File: config.mk
export PLATFORM = sky130hd
export DESIGN_NAME = csv_quoted_field_splitter
export DESIGN_NICKNAME = d
export VERILOG_FILES = /design/src/rtl/core/csvqfs_pkg.sv /design/src/rtl/core/csv_quoted_field_splitter.sv /design/src/rtl/core/csvqfs_cfg.sv /design/src/rtl/core/csvqfs_parse.sv
export SDC_FILE = /design/constraint.sdc
export NUM_CORES = 1
export LEC_CHECK = 0
export ABC_AREA = 1
export BUFFER_PORTS_ARGS = -buffer_cell sky130_fd_sc_hd__buf_2
export CORE_ASPECT_RATIO = 1.2
export CORE_MARGIN = 5
export CORE_UTILIZATION = 30
export CTS_BUF_LIST = sky130_fd_sc_hd__clkbuf_2 sky130_fd_sc_hd__clkbuf_4 sky130_fd_sc_hd__clkbuf_8
export CTS_CLUSTER_DIAMETER = 150
export DETAILED_ROUTE_END_ITERATION = 7
export PLACE_DENSITY = 0.64
export SLEW_MARGIN = 20
export SYNTH_ARGS = -nofsm -noshare
export SYNTH_HDL_FRONTEND = slang
export SYNTH_SLANG_ARGS = --single-unit
File: constraint.sdc
create_clock -name i_clk -period 2.55 [get_ports i_clk]
set_input_delay 0.51 -clock i_clk [delete_from_list [all_inputs] [get_ports i_clk]]
set_output_delay 0.51 -clock i_clk [all_outputs]
set_load 0.01 [all_outputs]
File: src/rtl/core/csvqfs_pkg.sv
package csvqfs_pkg;

    // Field separator and quote characters
    localparam logic [7:0] QUOTE_CH = 8'h22;
    localparam logic [7:0] COMMA_CH = 8'h2C;

    // Largest field count supported by the hardware
    localparam int FIELD_LIMIT = 32;

    localparam int CHAR_W  = 8;
    localparam int FIELD_W = 5;
    localparam int TOTAL_W = 6;
    localparam int LIMIT_W = 6;

    // Register indexes (byte address = 4 * index)
    localparam logic REG_SPLIT_LIMIT = 1'b0;

    typedef struct packed {
        logic               char_valid;
        logic [CHAR_W-1:0]  char_out;
        logic               field_closed;
        logic [FIELD_W-1:0] field_number;
        logic               line_done;
        logic [TOTAL_W-1:0] field_total;
    } t_result;

endpackage

File: src/rtl/core/csv_quoted_field_splitter.sv
// CSV line splitter with quote escaping.
// Input channel: one line byte per transaction on i_char_in, i_last_byte
// flags the final byte; handshake i_valid / o_ready.
// Output channel: one result transaction per input byte (o_valid / i_ready):
// the text byte if any, a field-close mark with its index, and on the final
// byte line_done with the field count. Quotes toggle quoted mode and are
// dropped; a doubled quote inside quotes gives one literal quote.
// Configuration: APB split-limit register at byte address 0 (reset 32).
// The user must write it only while the block is idle; the block does not
// enforce this. pready is always high. A byte is taken into the input
// register, then goes through the parse logic into the result register.
// Throughput: one transaction per cycle while i_ready is high; the parse
// state is seven flops: quote mode, pending quote and the field index.
// Stall: when i_ready is low, the result register holds and one more
// byte waits in the input register; o_ready drops only when both are full.
// Reset (synchronous, active low) empties both registers, clears the
// line state and loads the split limit with 32.
module csv_quoted_field_splitter (
    input  logic                               i_clk,
    input  logic                               i_rst_n,
    // input channel
    input  logic                               i_valid,
    output logic                               o_ready,
    input  logic [csvqfs_pkg::CHAR_W-1:0]      i_char_in,
    input  logic                               i_last_byte,
    // output channel
    output logic                               o_valid,
    input  logic                               i_ready,
    output logic                               o_char_valid,
    output logic [csvqfs_pkg::CHAR_W-1:0]      o_char_out,
    output logic                               o_field_closed,
    output logic [csvqfs_pkg::FIELD_W-1:0]     o_field_number,
    output logic                               o_line_done,
    output logic [csvqfs_pkg::TOTAL_W-1:0]     o_field_total,
    // APB configuration
    input  logic                               psel,
    input  logic                               penable,
    input  logic                               pwrite,
    input  logic [2:0]                         paddr,
    input  logic [31:0]                        pwdata,
    output logic [31:0]                        prdata,
    output logic                               pready
);

    // input register
    logic                           r_in_valid;
    logic [csvqfs_pkg::CHAR_W-1:0]  r_in_char;
    logic                           r_in_last;

    // result register
    logic                           r_out_valid;
    csvqfs_pkg::t_result            r_out;

    logic                           w_out_free;
    logic                           w_step;
    logic [csvqfs_pkg::FIELD_W-1:0] w_limit_m1;
    csvqfs_pkg::t_result            w_res;

    // Result slot frees up when empty or being taken this cycle
    assign w_out_free = !r_out_valid || i_ready;
    // Byte in the input register moves through the parser into the result slot
    assign w_step     = r_in_valid && w_out_free;
    assign o_ready    = !r_in_valid || w_step;

    always_ff @(posedge i_clk) begin
        if (!i_rst_n) begin
            r_in_valid <= 1'b0;
        end else if (o_ready) begin
            r_in_valid <= i_valid;
        end
    end

    always_ff @(posedge i_clk) begin
        if (o_ready && i_valid) begin
            r_in_char <= i_char_in;
            r_in_last <= i_last_byte;
        end
    end

    csvqfs_cfg u_cfg (
        .i_clk      (i_clk),
        .i_rst_n    (i_rst_n),
        .psel       (psel),
        .penable    (penable),
        .pwrite     (pwrite),
        .paddr      (paddr),
        .pwdata     (pwdata),
        .prdata     (prdata),
        .pready     (pready),
        .o_limit_m1 (w_limit_m1)
    );

    csvqfs_parse u_parse (
        .i_clk      (i_clk),
        .i_rst_n    (i_rst_n),
        .i_step     (w_step),
        .i_char     (r_in_char),
        .i_last     (r_in_last),
        .i_limit_m1 (w_limit_m1),
        .o_res      (w_res)
    );

    always_ff @(posedge i_clk) begin
        if (!i_rst_n) begin
            r_out_valid <= 1'b0;
        end else if (w_out_free) begin
            r_out_valid <= w_step;
        end
    end

    always_ff @(posedge i_clk) begin
        if (w_step) begin
            r_out <= w_res;
        end
    end

    assign o_valid        = r_out_valid;
    assign o_char_valid   = r_out.char_valid;
    assign o_char_out     = r_out.char_out;
    assign o_field_closed = r_out.field_closed;
    assign o_field_number = r_out.field_number;
    assign o_line_done    = r_out.line_done;
    assign o_field_total  = r_out.field_total;

endmodule

File: src/rtl/core/csvqfs_cfg.sv
module csvqfs_cfg (
    input  logic                               i_clk,
    input  logic                               i_rst_n,
    input  logic                               psel,
    input  logic                               penable,
    input  logic                               pwrite,
    input  logic [2:0]                         paddr,
    input  logic [31:0]                        pwdata,
    output logic [31:0]                        prdata,
    output logic                               pready,
    output logic [csvqfs_pkg::FIELD_W-1:0]     o_limit_m1
);

    logic [csvqfs_pkg::LIMIT_W-1:0] r_split_limit;
    logic [csvqfs_pkg::LIMIT_W-1:0] w_limit;
    logic                           w_sel_max;

    assign pready    = 1'b1;
    assign w_sel_max = (paddr[2] == csvqfs_pkg::REG_SPLIT_LIMIT);

    always_ff @(posedge i_clk) begin
        if (!i_rst_n) begin
            r_split_limit <= csvqfs_pkg::LIMIT_W'(csvqfs_pkg::FIELD_LIMIT);
        end else if (psel && penable && pwrite && w_sel_max) begin
            r_split_limit <= pwdata[csvqfs_pkg::LIMIT_W-1:0];
        end
    end

    assign prdata = w_sel_max ? {{(32-csvqfs_pkg::LIMIT_W){1'b0}}, r_split_limit} : 32'd0;

    // Clamp to 1..FIELD_LIMIT, then hand over limit - 1 (max comma count)
    always_comb begin
        if (r_split_limit == '0) begin
            w_limit = csvqfs_pkg::LIMIT_W'(1);
        end else if (r_split_limit > csvqfs_pkg::LIMIT_W'(csvqfs_pkg::FIELD_LIMIT)) begin
            w_limit = csvqfs_pkg::LIMIT_W'(csvqfs_pkg::FIELD_LIMIT);
        end else begin
            w_limit = r_split_limit;
        end
    end

    assign o_limit_m1 = csvqfs_pkg::FIELD_W'(w_limit - csvqfs_pkg::LIMIT_W'(1));

endmodule

File: src/rtl/core/csvqfs_parse.sv
module csvqfs_parse (
    input  logic                               i_clk,
    input  logic                               i_rst_n,
    input  logic                               i_step,
    input  logic [csvqfs_pkg::CHAR_W-1:0]      i_char,
    input  logic                               i_last,
    input  logic [csvqfs_pkg::FIELD_W-1:0]     i_limit_m1,
    output csvqfs_pkg::t_result                o_res
);

    logic                           r_quoted, n_quoted;
    logic                           r_pending, n_pending;
    logic [csvqfs_pkg::FIELD_W-1:0] r_field, n_field;

    logic w_is_quote;
    logic w_is_comma;
    logic w_quoted_eff;

    assign w_is_quote = (i_char == csvqfs_pkg::QUOTE_CH);
    assign w_is_comma = (i_char == csvqfs_pkg::COMMA_CH);
    // A pending quote followed by a non-quote closes the quoted section first
    assign w_quoted_eff = r_quoted && !r_pending;

    always_comb begin
        n_quoted  = r_quoted;
        n_pending = 1'b0;
        n_field   = r_field;
        o_res              = '0;
        o_res.field_number = r_field;

        if (r_pending && w_is_quote) begin
            // doubled quote: one literal quote
            o_res.char_valid = 1'b1;
            o_res.char_out   = csvqfs_pkg::QUOTE_CH;
        end else begin
            if (r_pending) begin
                n_quoted = 1'b0;
            end
            if (w_is_quote) begin
                if (w_quoted_eff) begin
                    if (i_last) begin
                        n_quoted = 1'b0;
                    end else begin
                        n_pending = 1'b1;
                    end
                end else begin
                    n_quoted = 1'b1;
                end
            end else if (w_is_comma && !w_quoted_eff && (r_field < i_limit_m1)) begin
                o_res.field_closed = 1'b1;
                n_field            = r_field + csvqfs_pkg::FIELD_W'(1);
            end else begin
                o_res.char_valid = 1'b1;
                o_res.char_out   = i_char;
            end
        end

        if (i_last) begin
            o_res.line_done   = 1'b1;
            o_res.field_total = {1'b0, n_field} + csvqfs_pkg::TOTAL_W'(1);
            n_quoted  = 1'b0;
            n_pending = 1'b0;
            n_field   = '0;
        end
    end

    always_ff @(posedge i_clk) begin
        if (!i_rst_n) begin
            r_quoted  <= 1'b0;
            r_pending <= 1'b0;
            r_field   <= '0;
        end else if (i_step) begin
            r_quoted  <= n_quoted;
            r_pending <= n_pending;
            r_field   <= n_field;
        end
    end

endmodule

==> run summary, run 1 <==
The worst path in the final design needs a cycle of 2850 ps, including I/O delays and setup. The leakage power total came out at 0.00140 uW. The highest clock rate is 351 MHz, and the synthesized area per cell is 9.55 um2.

The final reports fail on negative setup slack. The highest ir drop seen on vdd came out at 0.214 mV. At the pin with the least slew margin, the transition time is 519 ps. Row generation in the floorplan step produced 35 rows. The area of the placeable core is 7660 um2, and the maximum buffer depth of the clock tree is 2. The total I/O pin count is 108. The sort of element at the start of the critical path is a flop. On the final layout, the worst clock skew is 6.04 ps.

Post-place setup slack: -330 ps. Post-layout total power: 1560 uW. Global routing used 9.88% of the available tracks across all layers. Ratio of total power to cell area: 504 nW/um2. The count of final hold-check violations is 0, and the worst reg-to-reg setup slack is -300 ps. The logs give 0 for the max-capacitance violation count and 5 for the TritonCTS buffer count.

Synthesis produced a netlist whose cell count is 247. The tree is rooted in a sky130_fd_sc_hd__clkbuf_8. Entering global routing, the biggest net connects 24 pins.

Traced cell by cell, the critical path runs through nor2_4 -> nand3_2 -> nand2_2 -> inv_2 -> nor2_4 -> nor2_4 -> buf_6 -> xnor2_2 -> ha_1 -> nand2_2 -> inv_2 -> nand3_2 -> nand4_1 -> nor2_8 -> nand3_4 -> nand2_4 -> ha_4 -> nand3_2 -> nor2_2 -> nand2_1 -> nand2_2 -> nor2_2. Measured against its own limit, the worst slew margin works out to 65.3%. The post-route netlist has 45.8% of its cells at a drive strength greater than 1.

The routability congestion estimate was 0.737. The worst setup path is captured at a flop. The tools report the beginning of the worst register-to-register path as u_cfg.r_split_limit[0]$_SDFFE_PN0P_.

The tools report the count of placed standard cells in the final layout, fillers left out as 422. The routed wirelength normalized by instance count was 11.1 um; the number of nets with antenna violations after detailed routing was 0. The logs give 0 for the number of antenna violations at the first check in global routing and 4 for the length of the first detailed-routing pass in iterations.

The maximum fanout count along the critical path is 4, and the number of clock sinks seen by CTS is 46. Buffers placed on the I/O ports in this run total 52. The master of the slowest instance on the critical path was sky130_fd_sc_hd__dfxtp_2. From synthesis to final layout, the design area changed by 31.4%. The max-slew violation total from the final report was 0. The starting density of the core was 30.8%. The number of global-route vias before repair was 1777. The total congestion overflow after global routing is 0, and the smallest setup slack after layout is -302 ps. The floorplan step defined a die boundary enclosing 9740 um2. For this run, the number of Yosys warnings is 0. Counting flops and latches in the post-synthesis netlist gives 46. Final critical-path share of the clock period: 112%. In this run the most critical hold path is launched from i_char_in[5]. The synthesized netlist occupies a cell area of 2360 um2.

After detailed placement, the design holds a cell count of 409. The clock reaches the later pin of the worst-skew pair after 300 ps. For this block, the initial DRC count from the detailed router was 71. The tools report the number of antenna repair diodes as 0.

The tools report the count of final setup violators as 14. The final sum of negative setup slack was -2120 ps; the number of H-tree levels was 2. The routed via count divided by cell count is 4.18. Clock-pin slew was measured on the worst setup and hold paths at 90 ps. Summing over every cut layer, the via total after detailed routing is 1765. The largest single stage delay on the critical path is 340 ps. The run finished, with violations left. Detailed placement finished with a half-perimeter wire length of 3610 um. The run gives 386 as the total number of nets in the final design. Data on the critical path arrives at its endpoint at 2920 ps. The origin of the worst setup path was u_cfg.r_split_limit[0]$_SDFFE_PN0P_.

The fraction of the yosys area taken by sequential cells was 52.2%. Measured along the x axis, the die boundary spans 90.9 um. The count of unresolved DRC violations after routing came out at 0.

The filler cells instantiated in the layout total 758. Setup repair after global routing could not meet its margin everywhere. In this run the vertical extent of the chip is 107 um. The setup path with the least slack is of type reg -> reg. The logs give 32 for the number of distinct library cells after synthesis and 4680 um for the post-detailed-routing wire length. Data on the critical path is required at its endpoint by 2620 ps.

First-pass GRT wire length: 7860 um. TritonCTS built the clock tree. The worst hold path belongs to the class in -> reg.
-- synthesized netlist by cell type (all sizes together) --
cell type | number | area share (%)
nand4 | 2 | 0.53
o21ai | 10 | 2.3
xnor2 | 2 | 0.74
nor2 | 27 | 5.6
a21oi | 16 | 3.4
a21boi | 2 | 0.64
o211ai | 2 | 0.64
nor3 | 3 | 1.5
ha | 6 | 3.2
clkinv | 3 | 0.69
dfxtp | 15 | 13
nand3 | 15 | 4.0
buf | 27 | 8.6
edfxtp | 31 | 39
xor2 | 3 | 1.1
or2 | 1 | 0.27
and3 | 1 | 0.27
clkbuf | 4 | 0.64
nand2 | 48 | 9.0
inv | 27 | 4.3
conb | 2 | 0.32
-- placed cells by master, fill, tap and decap left out, types with 2 or more instances in the layout --
cell type and instances:
sky130_fd_sc_hd__inv_1 20, sky130_fd_sc_hd__a21oi_2 3, sky130_fd_sc_hd__nor2_4 5, sky130_fd_sc_hd__nor3_2 2, sky130_fd_sc_hd__clkinv_1 2, sky130_fd_sc_hd__edfxtp_1 31, sky130_fd_sc_hd__nor2_1 15, sky130_fd_sc_hd__inv_2 7
sky130_fd_sc_hd__nand4_1 2, sky130_fd_sc_hd__o21ai_2 2, sky130_fd_sc_hd__dfxtp_2 5, sky130_fd_sc_hd__buf_4 27, sky130_fd_sc_hd__xor2_1 3, sky130_fd_sc_hd__buf_2 52, sky130_fd_sc_hd__o21ai_1 2, sky130_fd_sc_hd__a21oi_1 13
sky130_fd_sc_hd__nand2_4 6, sky130_fd_sc_hd__nand3_2 7, sky130_fd_sc_hd__nand3_1 7, sky130_fd_sc_hd__clkbuf_8 5, sky130_fd_sc_hd__dfxtp_1 10, sky130_fd_sc_hd__nor2_2 6, sky130_fd_sc_hd__o211ai_1 2, sky130_fd_sc_hd__o21ai_0 6
sky130_fd_sc_hd__conb_1 27, sky130_fd_sc_hd__nand2_2 12, sky130_fd_sc_hd__nand2_1 30, sky130_fd_sc_hd__a21boi_1 2, sky130_fd_sc_hd__ha_1 5, sky130_fd_sc_hd__buf_6 2
-- per-stage QoR --
step	util (%)	instance area [um2]	hold WS (ps)
6_report	40.4	3100	380
5_1_grt	40.4	3100	369
4_1_cts	39.2	3000	369
3_5_place_dp	37.0	2830	466
3_3_place_gp	37.0	2830	440
2_1_floorplan	-	2500	451
-- power breakdown --
part	internal (uW)	switching, uW
logic	65.5	100
registers	827	14.4
clock network	294	259
total	1190	374
-- final cells by class --
cell class | count | area [um2] | area share [%]
Sequential cell | 46 | 1240 | 39.9
Timing Repair Buffer | 81 | 485 | 15.7
Tap cell | 92 | 115 | 3.71
Inverter | 30 | 118 | 3.79
Multi-Input combinational cell | 165 | 1030 | 33.3
Clock inverter | 3 | 43.8 | 1.41
Clock buffer | 5 | 68.8 | 2.22
-- timing repair --
action                                  in CTS  in global routing
setup buffers                                4                  1
resized for setup                            8                 24
pin swaps                                   16                 19
cloned                                       0                  0
endpoints found under the setup margin      16                 17
hold buffers                                 0                  0
-- kinds of logic after synthesis --
| logic type | share of synthesized area, % |
|---|---|
| flops | 52.2 |
| compound gates | 6.95 |
| buf+inv | 14.2 |
| simple gates | 21.3 |
| xor+xnor | 1.86 |
| fa+ha+maj | 3.18 |
| other cells | 0.318 |
-- worst max-delay path: cells and delay by family (launching register included) --
family,cells,cell delay (ps)
AND/OR/NAND/NOR,16,1510
flip-flops,1,340
adder cells (fa/ha/maj),2,450
XOR/XNOR,1,110
buffers and inverters,3,200
-- worst paths after layout --
kind | depth (start not counted) | to
min | 1 | r_in_char[5]$_DFFE_PP_
min reg2reg | 0 | o_char_out[6]$_SDFFCE_PP0P_
max | 22 | o_field_total[4]$_SDFFCE_PN0P_
max reg2reg | 22 | o_field_total[4]$_SDFFCE_PN0P_
-- sequential cells by signal, summed over array words and instances, names as in the netlist --
name / flops
u_parse.r_quoted: 1
u_parse.r_field: 5
o_field_total: 6
o_field_closed: 1
o_char_valid: 1
u_cfg.r_split_limit: 6
r_in_char: 8
u_parse.r_pending: 1
r_in_last: 1
o_line_done: 1
r_in_valid: 1
o_valid: 1
o_char_out: 8
o_field_number: 5
-- layer usage --
| metal | up-vias | wire length, um | track usage [%] |
|---|---|---|---|
| li1 | 912 | - | - |
| met3 | 6 | 355 | 2.88 |
| met5 | - | 0 | 0 |
| met1 | 786 | 1810 | 10.4 |
| met4 | 0 | 76 | 4.40 |
| met2 | 61 | 2440 | 18.0 |
Power figures use the tool's default switching activity.
==> run 2, diff against run 1 <==
Settings changed: CORE_UTILIZATION 30 to 44, HOLD_SLACK_MARGIN from default to 0.06, PLACE_DENSITY 0.64 to 0.86.
==> run 2 against run 1 <==
The run still ends with negative setup slack left. Critical path depth unchanged. Hold slack got worse by 7.8 ps. Cell area decreased by 2.1%. Clock skew decreased by 1.1 ps. Global-route usage increased by 3.0 points. Sequential share of layout area increased by 0.81 points. Non-clock buffer count unchanged. Fmax increased by 1.5%. Critical path type unchanged.
==> run summary, run 2 (synthesized netlist as in run 1, its figures left out) <==
The run finished, with violations left. The checks that failed: negative setup slack. For this run, the top clock speed supported by timing is 356 MHz. Wires add up to 4600 um. The critical path goes through nor2_2 -> nand3_2 -> nand2_2 -> inv_2 -> nor2_4 -> nor2_2 -> buf_4 -> xnor2_1 -> ha_1 -> nand2_2 -> inv_2 -> nand3_2 -> nand4_1 -> nor2_8 -> nand2_4 -> nand2_2 -> nand2_2 -> ha_4 -> nand3_2 -> nor2_2 -> nor2_1 -> nor2_2. Measured in cells, the most critical reg-to-reg path has a length of 22. In this design, the stage delay of the slowest critical-path cell is 330 ps. At the end of routability-driven placement, the weighted congestion stood at 0.800. In this run the worst hold path is classified as in -> reg. For this run, global-route usage on met1 was measured as 14.1%. The horizontal die dimension came out at 76.8 um. The layer flagged by global routing as most heavily used is met2. For this block, the initial DRC count from the detailed router was 128. Global routing used 22.9% of the available met2 tracks. The number of nets with antenna violations after detailed routing was 0; the total number of vias was 1797.

The final critical-path share of the clock period was 110%. The smallest setup slack after layout was -261 ps; the post-layout total power was 1460 uW. The clock period minus worst slack came out at 2810 ps. CTS built an H-tree with a depth of 2. Leaving out fill and tap cells, the most frequent cells in the layout are sky130_fd_sc_hd__buf_2, sky130_fd_sc_hd__nand2_1, sky130_fd_sc_hd__edfxtp_1.

Entering global routing, the biggest net connects 24 pins. For this run, design rule violations remaining after detail routing come to 0. The routed wirelength normalized by instance count is 11.7 um, and the maximum fanout count along the critical path is 6. Clock tree synthesis selected as its root buffer the cell sky130_fd_sc_hd__clkbuf_8.

The finished layout holds 392 standard cells, fillers aside. The worst hold path begins at i_char_in[4]. The master of the slowest instance on the critical path was sky130_fd_sc_hd__dfxtp_2. The number of placed instances, taps included, is 379. The clock passes through at most 2 buffers. The fraction of final layout cells sized beyond drive strength 1 is 45.5%. Max-capacitance violation count: 0. The tree built by TritonCTS fans out to 46 sinks. STA classifies the critical path startpoint as a flop. The first detailed-routing pass ran for 4 iterations. The analysis attributes to cell leakage a power of 0.00137 uW. In this run, CTS created clock tree buffers numbering 5. STA puts the critical path data required time at 2620 ps.

The total routing resource utilization after global routing came out at 12.9%. The number of global-route vias before repair was 1678. Fraction of the core area covered by cells at the end of the flow: 57.7%. The number of antenna violations at the first check in global routing is 0, and the relative area change from synthesis to final layout is 28.6%. Across the VDD grid, the largest voltage drop is 0.245 mV.

Arrival time reported for the critical path endpoint: 2890 ps. The most common cell after layout, fill and taps aside was sky130_fd_sc_hd__buf_2. The first global-routing pass estimated 7310 um of wire.

The ratio of total power to cell area works out to 480 nW/um2. The clock input transition at the sequential cells of the worst setup and hold paths was 90 ps. The later pin in the worst-skew pair is clocked with a latency of 310 ps. The floorplan step set the die height to 90.2 um.

The number of hold buffers added after CTS was 0. The run gives 15 as the count of final setup violators. TritonCTS built the clock tree.

Slew at the pin closest to its max-slew limit: 495 ps. In this run the core area contains 29 standard-cell rows. The die covers 6930 um2. The startpoint identified for the worst register-to-register timing path is u_cfg.r_split_limit[2]$_SDFFE_PN0P_. The routing usage on met3 is 3.20%, and the routed via count divided by cell count is 4.58. Port buffering added 52 buffers. HPWL after detailed placement: 3380 um.

Setup repair after global routing could not meet its margin everywhere. The most critical setup path has its startpoint at u_cfg.r_split_limit[2]$_SDFFE_PN0P_. The total number of nets in the final design was 386. The worst setup path is captured at a flop. The count of final hold-check violations was 0. The number of antenna diodes in the final layout is 0. The post-place setup slack is -350 ps, and the number of cells traversed by the worst hold path is 1. Critical path class: reg -> reg.

The max-slew violation total from the final report is 0. The relative slew slack came out at 66.9%. For this design the top-level I/O count stands at 108. The starting density of the core is 44.8%. The area of the placeable core is 5260 um2. Global routing finished with a remaining overflow of 0. For the clock skew, the log shows 4.91 ps.
-- run 2: power breakdown --
part           switching (uW)  total [uW]  internal (uW)
logic                    97.8         159           60.9
registers                13.7         841            827
clock network             252         456            204
total                     363        1460           1090
-- run 2: worst paths after layout --
check / endpoint / slack, ps
worst max-delay path: o_field_total[4]$_SDFFCE_PN0P_ / -260
worst min-delay path: r_in_char[4]$_DFFE_PP_ / 370
worst max register to register: o_field_total[4]$_SDFFCE_PN0P_ / -260
worst min register to register: o_char_out[6]$_SDFFCE_PP0P_ / 470
-- run 2: final cells by class --
class / instances / area, um2
multi-input cells: 165 / 1010
flip-flops and latches: 46 / 1240
well taps: 62 / 77.6
fillers: 436 / 2230
repair buffers: 81 / 497
clock buffers: 6 / 76.3
clock inverters: 2 / 13.8
inverters: 30 / 123
-- run 2: through the flow --
step	TNS, ps	cell area (um2)	hold slack [ps]
after global routing	-5250	3030	360
after floorplan	-302	2500	451
after global placement	-1830	2800	435
after detailed placement	-3190	2800	442
final	-2450	3030	372
after CTS	-1750	2990	368
-- run 2: metal layers --
metal	vias up	share of wire, %
met2	72	52
met3	9	7.7
met4	0	2.2
li1	914	-
met5	-	0
met1	802	38
-- run 2: timing repair --
action	in CTS	in global routing
endpoints found under the hold margin	0	0
buffers inserted	4	2
pin swaps	13	7
gates resized for setup	22	12
endpoints found under the setup margin	16	17
-- run 2: worst max-delay path, delay by kind of cell (launching register included) --
family | cells | cell delay (ps)
flops | 1 | 330
fa+ha+maj | 2 | 450
buf+inv | 3 | 230
simple gates | 16 | 1450
xor+xnor | 1 | 110
==> run 3, diff against run 2 <==
Settings changed: REMOVE_ABC_BUFFERS from default to 1.
==> run 3 against run 2 <==
The flow still finishes with violations (negative setup slack). Sequential power about the same. Register-to-register slack lost 70 ps. Hold slack improved by 10 ps. Critical path depth decreased by 2. Clock-buffer cell count stayed put. Fmax fell by 2.5%. Clock power up 19%. Critical endpoint is now o_field_total[2]$_SDFFCE_PN0P_. Highest routed layer unchanged.
==> run summary, run 3 (synthesized netlist as in run 1, its figures left out) <==
In the routed design, unresolved DRC markers number 0. The number of placed instances, taps included, is 377. For the starting density of the core, the log shows 44.8%. The worst setup path is launched from a flop. Clock tree root driver cell: sky130_fd_sc_hd__clkbuf_8. The path class of the tightest hold or removal check is in -> reg. The final route contains 1829 vias.

At the pin with the least slew margin, the transition time is 641 ps. The max-slew violation total from the final report came out at 0. The critical path ends at o_field_total[2]$_SDFFCE_PN0P_. The fraction of final layout cells sized beyond drive strength 1 works out to 49.7%. The critical path class was reg -> reg. The number of buffers inserted by hold repair at cts is 0. The worst pin sits at a relative slew slack of 57.1%. For the highest ir drop seen on vdd, the log shows 0.280 mV.

The routed wirelength normalized by instance count is 12.7 um. The run finished, with violations left. The tools report the max-capacitance violation count as 0. Entering global routing, the biggest net connects 24 pins.

Hold path startpoint: i_char_in[0]. In the layout the commonest cells are sky130_fd_sc_hd__buf_2, sky130_fd_sc_hd__edfxtp_1, sky130_fd_sc_hd__conb_1. The library cell used most frequently in the layout, excluding fill and tap cells, is sky130_fd_sc_hd__buf_2.

The tools report the element type at the critical path end as a flop. The first-pass GRT wire length is 7530 um. For the worst-skew pair, the clock arrives at the later sink with an insertion delay of 300 ps. The run gives 59.6% as the fraction of the core area covered by cells at the end of the flow.

The detailed router used layers up to and including met4. After filler insertion, the fill cell instance count of the layout stands at 415. The worst register-to-register path begins at u_cfg.r_split_limit[2]$_SDFFE_PN0P_. The smallest setup slack after layout is -333 ps.

The origin of the worst setup path is u_cfg.r_split_limit[2]$_SDFFE_PN0P_. The count of final hold-check violations came out at 0. The number of antenna repair diodes came out at 0. The checks that failed: negative setup slack. The die is 76.8 um wide.

In the finished design, the share of the clock period the worst path needs comes to 113%. Detailed placement ended at an HPWL of 3430 um. In the detailed route, the total length drawn on met2 is 2780 um. The post-placement cell area was 2740 um2; the routed via count divided by cell count was 4.71. The post-detailed-routing wire length is 4910 um. For the maximum buffer depth of the clock tree, the log shows 2.

Power spread over the standard cell area amounts to 497 nW/um2. Summed over all layers, the global routing overflow is 0. For the DRC violation total after the first TritonRoute iteration, the log shows 105.

The detail route stage leaves a number of antenna-violating nets equal to 0. For the worst setup path, the data required time is 2610 ps. Final standard cell area without fillers: 3130 um2. The number of rows created at floorplan is 29, and the die outline area is 6930 um2. Hold is met by 382 ps.

The logs give 2 for the number of H-tree levels and 8.23 ps for the clock skew. Global routing consumed, over all layers together, 13.2% of the routing resources. The worst reg2reg path endpoint is o_field_total[2]$_SDFFCE_PN0P_. The routability congestion estimate came out at 0.793. The leakage power total came out at 0.00140 uW. Excluding fillers, the count of instances in the completed layout stands at 388. The die boundary height was 90.2 um; the number of clock sinks seen by CTS was 46. The first TritonRoute pass finished after 4 iterations. The worst path in the final design needs a cycle of 2880 ps, including I/O delays and setup.

Setup repair after global routing could not meet its margin everywhere. The run gives 336 um as the wire length on met3. For the number of antenna violations at the first check in global routing, the log shows 0.

The final layout contains 382 nets. The run gives 5260 um2 as the area of the placeable core. The number of global-route vias before repair is 1789, and the routed length on met1 is 1690 um. TritonCTS built the clock tree.

The tools report the TritonCTS buffer count as 5. Compared with the post-synthesis result, the final layout area differs by 32.9%. The maximum fanout count along the critical path works out to 4. The total I/O pin count is 108, and the quantity of I/O buffers inserted on ports is 52. The arrival time reported for the critical path endpoint was 2940 ps.

In this run the register-to-register setup slack is -330 ps. For the highest clock rate, the log shows 347 MHz. The depth of the worst register-to-register path came out at 20. The clock input transition at the sequential cells of the worst setup and hold paths works out to 80 ps. Setup violations remaining at the end of the flow were counted as 15.
==> run 3: cell types whose count changed in the layout (fill, tap and decap cells not counted), moves of 3 or more <==
cell / before / now
sky130_fd_sc_hd__nor2_4: 2 / 7
sky130_fd_sc_hd__nand2_1: 31 / 24
sky130_fd_sc_hd__nand2_4: 5 / 12
sky130_fd_sc_hd__nor2_1: 14 / 11
sky130_fd_sc_hd__buf_4: 24 / 19
==> run 3: timing repair <==
item                       in CTS  in global routing
gates resized for setup        25                 50
setup endpoints to repair      15                 17
buffers inserted                3                  0
pin swaps                      19                 24
==> run 3: worst max-delay path, stage by stage (launching register included) <==
cell,delay (ps)
sky130_fd_sc_hd__dfxtp_2,340
sky130_fd_sc_hd__nor2_4,100
sky130_fd_sc_hd__nand3_2,110
sky130_fd_sc_hd__nand2_2,110
sky130_fd_sc_hd__inv_2,60
sky130_fd_sc_hd__nor2_4,110
sky130_fd_sc_hd__nor2_4,60
sky130_fd_sc_hd__xnor2_2,130
sky130_fd_sc_hd__ha_1,310
sky130_fd_sc_hd__nand2_2,90
sky130_fd_sc_hd__inv_2,40
sky130_fd_sc_hd__nand3_2,60
sky130_fd_sc_hd__nand4_1,190
sky130_fd_sc_hd__nor2_8,210
sky130_fd_sc_hd__nand2_4,110
sky130_fd_sc_hd__nand2_4,80
sky130_fd_sc_hd__nand2_4,60
sky130_fd_sc_hd__ha_4,160
sky130_fd_sc_hd__buf_4,130
sky130_fd_sc_hd__o21ai_2,100
sky130_fd_sc_hd__a21oi_1,50
==> run 3: layer usage <==
metal / vias up / GRT usage (%)
li1: 908 / -
met1: 842 / 13.9
met2: 71 / 24.2
met3: 8 / 3.00
met4: 0 / 6.56
met5: - / 0
==> run 3: per-stage QoR <==
stage | total power, uW | TNS [ps] | setup slack, ps
floorplan | 937 | -407 | -214
global placement | 996 | -1720 | -339
detailed placement | 1000 | -2310 | -395
CTS | 1550 | -1780 | -310
global route | 1620 | -5110 | -505
finish | 1560 | -2620 | -333
==> run 3: how the worst min path moves through the flow <==
stage | endpoint | slack, ps | cells after the start
6_report | r_in_char[0]$_DFFE_PP_ | 380 | 1
5_1_grt | r_in_char[7]$_DFFE_PP_ | 370 | 1
4_1_cts | r_in_char[5]$_DFFE_PP_ | 370 | 1
3_5_place_dp | o_char_out[6]$_SDFFCE_PP0P_ | 440 | 0
3_3_place_gp | o_char_out[6]$_SDFFCE_PP0P_ | 440 | 0
2_1_floorplan | o_char_out[6]$_SDFFCE_PP0P_ | 430 | 0
==> run 3: area by class of cell <==
class                           count  area, um2  area share (%)
Sequential cell                    46       1240            39.5
Tap cell                           62       77.6            2.48
Inverter                           30        123            3.91
Timing Repair Buffer               77        470            15.0
Multi-Input combinational cell    165       1110            35.5
Clock inverter                      2       37.5            1.20
Clock buffer                        6       76.3            2.44
==> run 3: where the power goes <==
group | switching, uW | internal [uW] | total (uW)
Clock | 241 | 303 | 544
Sequential | 14.6 | 827 | 842
Combinational | 106 | 65.4 | 171
Total | 362 | 1200 | 1560
